<file path="src/sv/dequ_pkg.sv">
// Shared types and codes of the double-ended queue unit.
// No dependencies; compile first.
package dequ_pkg;

    localparam int WORD_W      = 32;
    localparam int COUNT_OUT_W = 7;

    typedef logic signed [WORD_W-1:0] t_word;

    typedef enum logic [1:0] {
        MODE_PUSH_FRONT = 2'd0,
        MODE_PUSH_BACK  = 2'd1,
        MODE_POP_FRONT  = 2'd2,
        MODE_POP_BACK   = 2'd3
    } t_mode;

    typedef enum logic [1:0] {
        STAT_OK        = 2'd0,
        STAT_POP_EMPTY = 2'd1,
        STAT_PUSH_FULL = 2'd2
    } t_status;

    typedef struct packed {
        t_mode mode;
        t_word value;
    } t_cmd;

    typedef struct packed {
        t_word                  popped_value;
        t_word                  front_value;
        t_word                  back_value;
        logic [COUNT_OUT_W-1:0] count;
        logic                   empty_res;
        t_status                status;
    } t_res;

endpackage

</file>
<file path="src/sv/dequ_stream_if.sv">
// Valid/ready stream channel carrying one payload of type T per transfer.
// No dependencies; the payload type is supplied by the instantiating code.
interface dequ_stream_if #(
    parameter type T = logic
) ();
    logic valid;
    logic ready;
    T     data;

    modport source (output valid, output data, input ready);
    modport sink   (input valid, input data, output ready);
endinterface

</file>
<file path="src/sv/dequ_store.sv">
// Ring word store: one write port, one registered read port with write bypass.
// Depends on dequ_pkg.
module dequ_store import dequ_pkg::*; #(
    parameter int CAPACITY = 64
) (
    input  logic                        i_clk,
    input  logic                        i_rst_n,
    input  logic                        i_wr_en,
    input  logic [$clog2(CAPACITY)-1:0] i_wr_addr,
    input  t_word                       i_wr_data,
    input  logic                        i_rd_en,
    input  logic [$clog2(CAPACITY)-1:0] i_rd_addr,
    output t_word                       o_rd_data
);

    t_word mem [CAPACITY];
    t_word r_rd_data;
    t_word r_byp_data;
    logic  r_byp_sel;

    always_ff @(posedge i_clk) begin
        if (i_wr_en) begin
            mem[i_wr_addr] <= i_wr_data;
        end
        if (i_rd_en) begin
            r_rd_data  <= mem[i_rd_addr];
            r_byp_data <= i_wr_data;
        end
    end

    // Read of the address written in the same cycle takes the new word.
    always_ff @(posedge i_clk) begin
        if (!i_rst_n) begin
            r_byp_sel <= 1'b0;
        end else if (i_rd_en) begin
            r_byp_sel <= i_wr_en && (i_wr_addr == i_rd_addr);
        end
    end

    assign o_rd_data = r_byp_sel ? r_byp_data : r_rd_data;

endmodule

</file>
<file path="src/sv/dequ_ctrl.sv">
// Queue state (front/back indices, count, cached end words) and per-item update.
// Depends on dequ_pkg.
module dequ_ctrl import dequ_pkg::*; #(
    parameter int CAPACITY = 64
) (
    input  logic                        i_clk,
    input  logic                        i_rst_n,
    input  logic                        i_fire,
    input  t_cmd                        i_cmd,
    input  t_word                       i_rd_data,
    input  t_mode                       i_next_mode,
    output logic                        o_wr_en,
    output logic [$clog2(CAPACITY)-1:0] o_wr_addr,
    output t_word                       o_wr_data,
    output logic [$clog2(CAPACITY)-1:0] o_rd_addr,
    output t_res                        o_res
);

    localparam int AW = $clog2(CAPACITY);
    localparam int CW = $clog2(CAPACITY + 1);

    logic [AW-1:0] r_front_idx, n_front_idx;
    logic [AW-1:0] r_back_idx,  n_back_idx;
    logic [CW-1:0] r_count,     n_count;
    t_word         r_front_w,   n_front_w;
    t_word         r_back_w,    n_back_w;

    logic          full, empty, wr_en;
    t_word         popped;
    t_status       status;
    logic [AW-1:0] front_dec, back_inc;
    logic [AW-1:0] s_front_idx, s_back_idx;

    function automatic logic [AW-1:0] f_inc(input logic [AW-1:0] idx);
        return (idx == AW'(CAPACITY - 1)) ? '0 : idx + 1'b1;
    endfunction

    function automatic logic [AW-1:0] f_dec(input logic [AW-1:0] idx);
        return (idx == '0) ? AW'(CAPACITY - 1) : idx - 1'b1;
    endfunction

    assign full      = (r_count == CW'(CAPACITY));
    assign empty     = (r_count == '0);
    assign front_dec = f_dec(r_front_idx);
    assign back_inc  = f_inc(r_back_idx);

    always_comb begin
        n_front_idx = r_front_idx;
        n_back_idx  = r_back_idx;
        n_count     = r_count;
        n_front_w   = r_front_w;
        n_back_w    = r_back_w;
        popped      = '0;
        status      = STAT_OK;
        wr_en       = 1'b0;
        o_wr_addr   = front_dec;
        unique case (i_cmd.mode)
            MODE_PUSH_FRONT: begin
                if (full) begin
                    status = STAT_PUSH_FULL;
                end else begin
                    n_front_idx = front_dec;
                    n_count     = r_count + 1'b1;
                    n_front_w   = i_cmd.value;
                    if (empty) begin
                        n_back_w = i_cmd.value;
                    end
                    wr_en     = 1'b1;
                    o_wr_addr = front_dec;
                end
            end
            MODE_PUSH_BACK: begin
                if (full) begin
                    status = STAT_PUSH_FULL;
                end else begin
                    n_back_idx = back_inc;
                    n_count    = r_count + 1'b1;
                    n_back_w   = i_cmd.value;
                    if (empty) begin
                        n_front_w = i_cmd.value;
                    end
                    wr_en     = 1'b1;
                    o_wr_addr = back_inc;
                end
            end
            MODE_POP_FRONT: begin
                if (empty) begin
                    status = STAT_POP_EMPTY;
                end else begin
                    popped      = r_front_w;
                    n_front_idx = f_inc(r_front_idx);
                    n_count     = r_count - 1'b1;
                    n_front_w   = i_rd_data;
                end
            end
            MODE_POP_BACK: begin
                if (empty) begin
                    status = STAT_POP_EMPTY;
                end else begin
                    popped     = r_back_w;
                    n_back_idx = f_dec(r_back_idx);
                    n_count    = r_count - 1'b1;
                    n_back_w   = i_rd_data;
                end
            end
        endcase
    end

    assign o_wr_en   = wr_en && i_fire;
    assign o_wr_data = i_cmd.value;

    // Prefetch the word that becomes the new end if the incoming item pops.
    assign s_front_idx = i_fire ? n_front_idx : r_front_idx;
    assign s_back_idx  = i_fire ? n_back_idx  : r_back_idx;
    assign o_rd_addr   = (i_next_mode == MODE_POP_BACK) ? f_dec(s_back_idx)
                                                        : f_inc(s_front_idx);

    always_comb begin
        o_res.popped_value = popped;
        o_res.front_value  = (n_count == '0) ? '0 : n_front_w;
        o_res.back_value   = (n_count == '0) ? '0 : n_back_w;
        o_res.count        = COUNT_OUT_W'(n_count);
        o_res.empty_res    = (n_count == '0);
        o_res.status       = status;
    end

    always_ff @(posedge i_clk) begin
        if (!i_rst_n) begin
            r_front_idx <= '0;
            r_back_idx  <= AW'(CAPACITY - 1);
            r_count     <= '0;
        end else if (i_fire) begin
            r_front_idx <= n_front_idx;
            r_back_idx  <= n_back_idx;
            r_count     <= n_count;
        end
    end

    always_ff @(posedge i_clk) begin
        if (i_fire) begin
            r_front_w <= n_front_w;
            r_back_w  <= n_back_w;
        end
    end

endmodule

</file>
<file path="src/sv/double_ended_queue_unit.sv">
// Top level of the double-ended queue unit.
// Depends on dequ_pkg, dequ_stream_if, dequ_store and dequ_ctrl.
//
// A bounded double-ended queue of CAPACITY signed 32-bit words held in a
// ring store. Each command transfer pushes a word at the front or back or
// pops one from either end, and yields exactly one result transfer with the
// popped word, the front and back words afterwards, the count, an empty flag
// and a status (ok, pop on empty ignored, push when full dropped). The unit
// takes one command per cycle for as long as results are taken; a command
// passes through the input register and then the result register. The input
// register serves the store's registered read port, which fetches the next
// end word while the command waits there. The front and back words live in
// registers, so each command needs only that one read. No clearing pass is
// needed after reset.
module double_ended_queue_unit import dequ_pkg::*; #(
    parameter int CAPACITY = 64
) (
    input  logic                i_clk,
    input  logic                i_rst_n,
    dequ_stream_if.sink         i_cmd,
    dequ_stream_if.source       o_res
);

    localparam int AW = $clog2(CAPACITY);

    // Input register and result register.
    logic   r_in_vld;
    t_cmd   r_in;
    logic   r_out_vld;
    t_res   r_out;

    logic   fire, accept;
    logic   wr_en;
    logic [AW-1:0] wr_addr, rd_addr;
    t_word  wr_data, rd_data;
    t_res   res;

    // Advance the held command when the result register is free or draining.
    assign fire         = r_in_vld && (!r_out_vld || o_res.ready);
    assign i_cmd.ready  = !r_in_vld || fire;
    assign accept       = i_cmd.valid && i_cmd.ready;

    always_ff @(posedge i_clk) begin
        if (!i_rst_n) begin
            r_in_vld <= 1'b0;
        end else if (accept) begin
            r_in_vld <= 1'b1;
        end else if (fire) begin
            r_in_vld <= 1'b0;
        end
    end

    always_ff @(posedge i_clk) begin
        if (accept) begin
            r_in <= i_cmd.data;
        end
    end

    // The store read issued on the command transfer lines up with r_in.
    dequ_store #(
        .CAPACITY (CAPACITY)
    ) u_store (
        .i_clk     (i_clk),
        .i_rst_n   (i_rst_n),
        .i_wr_en   (wr_en),
        .i_wr_addr (wr_addr),
        .i_wr_data (wr_data),
        .i_rd_en   (accept),
        .i_rd_addr (rd_addr),
        .o_rd_data (rd_data)
    );

    dequ_ctrl #(
        .CAPACITY (CAPACITY)
    ) u_ctrl (
        .i_clk       (i_clk),
        .i_rst_n     (i_rst_n),
        .i_fire      (fire),
        .i_cmd       (r_in),
        .i_rd_data   (rd_data),
        .i_next_mode (i_cmd.data.mode),
        .o_wr_en     (wr_en),
        .o_wr_addr   (wr_addr),
        .o_wr_data   (wr_data),
        .o_rd_addr   (rd_addr),
        .o_res       (res)
    );

    // Hold the result until its transfer; load a new one as the old leaves.
    always_ff @(posedge i_clk) begin
        if (!i_rst_n) begin
            r_out_vld <= 1'b0;
        end else if (fire) begin
            r_out_vld <= 1'b1;
        end else if (o_res.ready) begin
            r_out_vld <= 1'b0;
        end
    end

    always_ff @(posedge i_clk) begin
        if (fire) begin
            r_out <= res;
        end
    end

    assign o_res.valid = r_out_vld;
    assign o_res.data  = r_out;

endmodule

</file>
<file path="src/flat_wrapper.sv">
// flat-port wrapper written by rule: the top's interface ports become plain ports
module double_ended_queue_unit_flat import dequ_pkg::*;
#(
    parameter int CAPACITY = 64
)
  (i_clk, i_rst_n, i_cmd_valid, i_cmd_data, i_cmd_ready, o_res_valid, o_res_data, o_res_ready);
  dequ_stream_if #(.T(t_cmd)) i_cmd_i ();
  dequ_stream_if #(.T(t_res)) o_res_i ();
  input  logic i_clk;
  input  logic i_rst_n;
  input wire logic [$bits(i_cmd_i.valid)-1:0] i_cmd_valid;
  input wire logic [$bits(i_cmd_i.data)-1:0] i_cmd_data;
  output wire logic [$bits(i_cmd_i.ready)-1:0] i_cmd_ready;
  output wire logic [$bits(o_res_i.valid)-1:0] o_res_valid;
  output wire logic [$bits(o_res_i.data)-1:0] o_res_data;
  input wire logic [$bits(o_res_i.ready)-1:0] o_res_ready;
  assign i_cmd_i.valid = i_cmd_valid;
  assign i_cmd_i.data = i_cmd_data;
  assign i_cmd_ready = i_cmd_i.ready;
  assign o_res_valid = o_res_i.valid;
  assign o_res_data = o_res_i.data;
  assign o_res_i.ready = o_res_ready;
  double_ended_queue_unit #(.CAPACITY(CAPACITY)) u_core (.i_clk(i_clk), .i_rst_n(i_rst_n), .i_cmd(i_cmd_i), .o_res(o_res_i));
endmodule
</file>
<file path="config.mk">
export PLATFORM = sky130hd
export DESIGN_NAME = double_ended_queue_unit_flat
export DESIGN_NICKNAME = d
export VERILOG_FILES = /design/src/sv/dequ_pkg.sv /design/src/sv/dequ_stream_if.sv /design/src/sv/dequ_store.sv /design/src/sv/dequ_ctrl.sv /design/src/sv/double_ended_queue_unit.sv /design/src/flat_wrapper.sv
export SDC_FILE = /design/constraint.sdc
export NUM_CORES = 2
export LEC_CHECK = 0
export BUFFER_PORTS_ARGS = -buffer_cell sky130_fd_sc_hd__buf_4
export CELL_PAD_IN_SITES_DETAIL_PLACEMENT = 1
export CELL_PAD_IN_SITES_GLOBAL_PLACEMENT = 2
export CORE_MARGIN = 3
export CORE_UTILIZATION = 54
export DETAILED_ROUTE_END_ITERATION = 6
export PLACE_DENSITY_LB_ADDON = 0.1
export SLEW_MARGIN = 20
export SYNTH_ARGS = -nofsm -noshare
export SYNTH_HDL_FRONTEND = slang
export SYNTH_HIERARCHICAL = 1
export SYNTH_SLANG_ARGS = --single-unit
</file>
<file path="constraint.sdc">
create_clock -name i_clk -period 19.4 [get_ports i_clk]
set_input_delay 0.97 -clock i_clk [delete_from_list [all_inputs] [get_ports i_clk]]
set_output_delay 0.97 -clock i_clk [all_outputs]
set_load 0.005 [all_outputs]
</file>
== Word level (Yosys, flattened, before mapping) ==
Memories as Yosys holds them, arrays and structs flattened. A register that Yosys moved wholly into a read port is not among the register bits.
Index checks and enable logic that the tools add are counted.
Operators by class
  add/subtract/negate cells: 8
  equality and inequality tests: 9
  mux-type cells: 45
  reductions and logical operators: 18
Operators with widths (count)
  32-bit two-way mux: 11
  32-bit case mux with 3 select lines: 2
  6-bit two-way mux: 15
  32-bit case mux with 2 select lines: 1
  6-bit case mux with 2 select lines: 2
  6-bit by 1-bit adder with 6-bit output, second input constant: 3
  6-bit equality test, second input constant: 3
  6-bit zero test: 3
  6-bit by 1-bit subtractor with 6-bit output, second input constant: 3
  7-bit zero test: 2
  7-bit two-way mux: 2
  7-bit case mux with 2 select lines: 1
  1-bit two-way mux: 9
  7-bit by 1-bit adder with 7-bit output, second input constant: 1
  7-bit equality test, second input constant: 1
  7-bit by 1-bit subtractor with 7-bit output, second input constant: 1
  2-bit equality test, second input constant: 3
  6-bit equality test: 1
  1-bit logical AND: 4
  2-bit case mux with 2 select lines: 1
  2-bit nonzero test: 2
  2-bit OR reduction: 2
  2-bit by 1-bit equality test with 1-bit output, second input constant: 1
  1-bit zero test: 2
  3 further kinds: 4
Word-level totals
  register bits after elaboration: 258
  RAM bits: 2048
  word-level logic and storage cells: 98
  memories: 1
Memory list
  u_core.u_store.mem: depth 64, width 32, read ports 1, clocked after memory_dff 1, wr ports 1, RTL line dequ_store.sv:16  | t_word mem [CAPACITY];

== Longest topological paths before layout ==
  depth in word-level cells: 10
  mapped depth: 22
  gate-level depth less buffers: 17

== Hierarchy ==
Netlist, hierarchy kept.
Modules (own cells, without submodules)
  dequ_store: instances 1, cells each 3429, area each 80035.5 um^2
  dequ_ctrl: instances 1, cells each 822, area each 6722.7 um^2
  double_ended_queue_unit: instances 1, cells each 149, area each 4307.9 um^2

== Least setup slack after synthesis ==
No wires, ideal clock.
  kind: input to register
  start: in o_res_ready
  end: mem u_core/u_store/mem[48][0] in the netlist's numbering, enable pin
  library setup time: 0.461 ns
  arrival time: 12.132 ns
  required time: 18.939 ns
  slack: 6.807 ns
  stages on the path: 8
  path buffers: 3
  path through: nor2b_4 nor2b_1 clkbuf_1 buf_1 and2_1 clkbuf_1 nand4b_1 nor3_1
Between the ends
  word-level cells in the longest chain between the ends: 5
Ends and longest elaborated chain
  start, declared: RTL line flat_wrapper.sv:16  | input wire logic [$bits(o_res_i.ready)-1:0] o_res_ready;
  1-bit logical OR: RTL line double_ended_queue_unit.sv:39  | assign fire = r_in_vld && (!r_out_vld || o_res.ready);
  1-bit logical AND: RTL line double_ended_queue_unit.sv:39
  via u_core.fire: RTL line double_ended_queue_unit.sv:32  | logic fire, accept;
  1-bit logical AND: RTL line dequ_ctrl.sv:109  | assign o_wr_en = wr_en && i_fire;
  via u_core.wr_en: RTL line double_ended_queue_unit.sv:33  | logic wr_en;
  1-bit two-way mux: RTL line dequ_store.sv:22  | if (i_wr_en) begin
  1-bit two-way mux (implied by the code): RTL line dequ_store.sv:23  | mem[i_wr_addr] <= i_wr_data;
  end, declared: RTL line dequ_store.sv:16
The timed path passes the listed nets, and every way through them passes these cells.

== Worst setup path in the final report ==
  start: reg u_core.u_ctrl.r_count[0]
  end: reg u_core.u_store.r_rd_data[29] (read register of u_core.u_store.mem) (data pin)
Between the ends
  word-level cells in the longest chain between the ends: 7
Ends and longest elaborated chain
  start, declared: RTL line dequ_ctrl.sv:24  | logic [CW-1:0] r_count, n_count;
  start signal, assigned: RTL line dequ_ctrl.sv:135  | r_count <= n_count;
  7-bit equality test / 7-bit zero test (equally long branches): RTL line dequ_ctrl.sv:42, dequ_ctrl.sv:43
  6-bit two-way mux, on equally long branches
  6-bit case mux with 2 select lines: RTL line dequ_ctrl.sv:57  | unique case (i_cmd.mode)
  6-bit two-way mux
  6-bit by 1-bit adder with 6-bit output, or another cell as far along: RTL line dequ_ctrl.sv:35  | return (idx == AW'(CAPACITY - 1)) ? '0 : idx + 1'b1;
  6-bit two-way mux, on equally long branches: RTL line dequ_ctrl.sv:35, dequ_ctrl.sv:39
  6-bit two-way mux (*): RTL line dequ_ctrl.sv:115  | assign o_rd_addr = (i_next_mode == MODE_POP_BACK) ? f_dec(s_back_idx)
  via u_core.rd_addr[0]: RTL line double_ended_queue_unit.sv:34  | logic [AW-1:0] wr_addr, rd_addr;
  end, declared: RTL line dequ_store.sv:17  | t_word r_rd_data;
The timed path passes the listed nets; every way through them passes the cells marked *.
A chain may end at the register's enable or synchronous reset.

==> results.txt <==
Status - complete, no violations
RSZ-0062 raised after global routing - false
Detailed Route WL - 260000 µm
Setup-failing EPs final - 0
Top cell by count, worst path - buf_4
Post-Syn Area - 91100 µm²
Root buf cell - clkbuf_16
Final Max Tran Viols - 0
Slowest-stage cell, CP - a221oi_1
# hold bufs at CTS - 0
Total grt overflow - 0
GRT Resource Usage Total - 30.1%
Arr. time, crit path - 9.90 ns
R2r worst-path depth - 19
Hold path depth - 1
Clock Latency Late Sink - 0.87 ns
DP Wirelength - 148000 µm
Max-cap violations - 0
Worst setup margin - 10.04 ns
First-pass GRT wire length - 368000 µm
Ys Warns - 6
Worst Max-Slew Pin Slew - 1.30 ns
GPL Wtd Cong - 0.811
Die ar. - 174000 µm²
Iteration-0 DRC Markers - 6531
# fillers - 13763
Worst r2r src - u_core/u_ctrl/r_count[0]
Nets - 4715
WS Path Type - reg2reg
Core Rows - 150
Top Usage Layer GRT - met2
CP max stage delay - 1.00 ns
Initial Util - 54.4%
Final min period - 9.36 ns
Die height - 417 µm
CTS max path bufs - 3
Core ar. - 167000 µm²
Post-synthesis sequential area ratio - 76.9%
Vias per inst - 6.73
Met1 Usage GRT - 43.6%
Layout cell share with drive strength beyond 1 - 26.9%
Leak - 32.7 nW
FMAX - 107 MHz
Startpoint Class - flip-flop
Grt met2 use - 46.8%
Largest net degree at the start of global routing - 167
Setup bufs post-CTS - 0
RR Endpoint - u_core/u_store/r_rd_data[29]
Via count - 47631
CTS Buf Count - 231
Synth async-reset ratio - 0%
CP Cell Sequence - inv_1 -> ha_1 -> or4b_1 -> o21ai_2 -> buf_4 -> o22ai_1 -> a211o_1 -> nor2_1 -> and2_1 -> a21oi_1 -> o2bb2ai_4 -> buf_4 -> buf_4 -> buf_4 -> buf_4 -> mux4_2 -> a22o_1 -> a221oi_1 -> a221oi_1
Max IR drop VDD - 0.0976 mV
H-tree levels - 4
TritonRoute pass-1 iters - 6
Yosys reg bits - 2338
Hold_sp - i_cmd_data[6]
Hold Path Class - in2reg
Setup_tns - 0 ns
Vias in the first global route - 47821
Initial antenna violation count - 24
# DRC - 0
Avg Cell Area, Syn - 20.7 µm²
Hold slack - 0.291 ns
Syn_nets - 4449
Highest net fanout along the worst path - 49
Clk pin slew, worst setup/hold paths - 0.06 ns
Sink Count - 2338
GR Layer Usage met3 - 6.43%
IO Port Bufs - 145
Reg2reg setup slack - 10.04 ns
IO Count - 146
Dpl ws - 10.02 ns
Count of unique library cells instantiated by Yosys - 82
CTS tree - built
Final hold vios - 0
Crit end category - flip-flop
Post-synth EDFFs - 2316
Area Growth Syn to Fin - 13.0%
Die W - 417 µm
Routed Antenna Nets - 0
Period utilization - 48.2%
Skew final - 0.0341 ns
Slew headroom - 13.1%
Post-cts resize count - 0
Required @ worst endpoint - 19.94 ns
Mapped Cells - 4400
Drt wl/cell - 36.7 µm
WHS Endpoint - u_core/r_in[6]
Top FF cell, synth - edfxtp_1
PwrDens - 114 nW/µm²
-- power by group --
| group | switching (W) | total (W) | internal (W) | leakage, nW |
|---|---|---|---|---|
| Sequential | 0.0000730 | 0.00573 | 0.00566 | 21.1 |
| Clock | 0.00190 | 0.00441 | 0.00251 | 3.60 |
| Combinational | 0.000963 | 0.00156 | 0.000596 | 7.92 |
-- critical path: cells and delay by family (launching register included) --
family                   cells  cell delay, ns
multiplexers                 1            0.61
adder cells (fa/ha/maj)      1            0.23
AND/OR/NAND/NOR              3            1.23
flip-flops                   1            0.37
AO/OA/AOI/OAI                8            2.92
buffers and inverters        6            3.49
-- final cells by class --
type	instances	area, µm²	area share (%)
clock inverters	148	1450	1.41
multi-input cells	1765	20200	19.6
flip-flops and latches	2338	70000	68.0
well taps	2204	2760	2.68
repair buffers	317	2430	2.37
clock buffers	279	5980	5.82
inverters	13	48.8	0.0474
diodes	16	40.0	0.0389
-- cells in the mapped netlist, drive strengths merged (22+ instances only) --
cell type / instances / area [µm²]
a21oi: 91 / 459
a221oi: 66 / 578
a22o: 45 / 394
a22oi: 67 / 503
buf: 163 / 1070
clkbuf: 121 / 454
dfxtp: 22 / 440
edfxtp: 2316 / 69500
mux2: 46 / 518
mux2i: 84 / 841
mux4: 504 / 11400
nand2: 129 / 489
nor2: 243 / 917
nor2b: 55 / 352
nor3: 50 / 255
o21ai: 33 / 184
o221ai: 29 / 254
o22ai: 100 / 626
-- kinds of logic after synthesis --
family                     after synthesis  share of synthesized area [%]
DFF                                   2338                           76.9
and+or+nand+nor                        567                           2.87
xor gates and xnor gates                19                          0.183
adders and majority gates               11                          0.151
muxes                                  634                           14.0
AOI/OAI and AO/OA                      534                           4.26
buffers and inverters                  297                           1.73
-- through the flow --
| stage | area [µm²] | utilization, % | instances | power, W |
|---|---|---|---|---|
| 5_1_grt | 103000 | 61.4 | 7065 | 0.0121 |
| 6_report | 103000 | 61.4 | 7080 | 0.0117 |
| 3_5_place_dp | 95400 | 57.0 | 6636 | 0.00738 |
| 2_1_floorplan | 91100 | - | 4400 | 0.00678 |
| 4_1_cts | 103000 | 61.4 | 7063 | 0.0118 |
| 3_3_place_gp | 95200 | 56.9 | 6620 | 0.00734 |
-- cell usage in the layout, fill, tap and decap left out, drive strengths merged, types with 8 or more instances in the layout --
cell,count
xnor2,11
clkbuf,279
nor2,243
inv,20
a221oi,66
ha,11
dfxtp,22
a22o,45
o21ai,33
buf,317
a21oi,91
nor3,50
nand3,21
diode,16
xor2,8
mux4,504
a22oi,67
nor2b,55
a211oi,14
mux2,46
a31oi,10
clkinv,106
mux2i,84
edfxtp,2316
clkinvlp,11
nand2b,17
bufinv,24
nand2,129
o22ai,100
o41a,12
o221ai,29
and2,10
o211ai,11
-- how the worst max path moves through the flow --
stage / start / end / slack, ns / depth (start not counted)
after floorplan: o_res_ready / u_core/u_store/mem[48][0] / 6.81 / 8
after global placement: u_core/u_ctrl/r_count[0] / u_core/u_store/r_rd_data[4] / 9.54 / 19
after detailed placement: u_core/u_ctrl/r_count[0] / u_core/u_store/r_rd_data[29] / 10.02 / 19
after CTS: u_core/u_ctrl/r_count[0] / u_core/u_store/r_rd_data[29] / 10.00 / 19
after global routing: u_core/u_ctrl/r_count[0] / u_core/u_store/r_rd_data[29] / 9.53 / 19
final: u_core/u_ctrl/r_count[0] / u_core/u_store/r_rd_data[29] / 10.04 / 19
-- state kept, by name, indices dropped and copies added, names as in the netlist --
| signal | count |
|---|---|
| u_core/u_store/r_rd_data | 32 |
| u_core/u_store/r_byp_data | 32 |
| u_core/u_ctrl/r_front_w | 32 |
| u_core/r_in | 34 |
| u_core/u_ctrl/r_front_idx | 6 |
| u_core/r_in_vld | 1 |
| u_core/o_res.valid | 1 |
| u_core/u_store/r_byp_sel | 1 |
| u_core/u_ctrl/r_back_w | 32 |
| u_core/u_ctrl/r_back_idx | 6 |
| u_core/o_res.data | 106 |
| u_core/u_ctrl/r_count | 7 |
| u_core/u_store/mem | 2048 |
-- layer usage --
layer,up-vias,routed length (µm)
li1,18956,-
met1,25736,103000
met2,2554,123000
met3,375,25800
met4,10,7980
met5,-,71
Power figures use the tool's default switching activity.
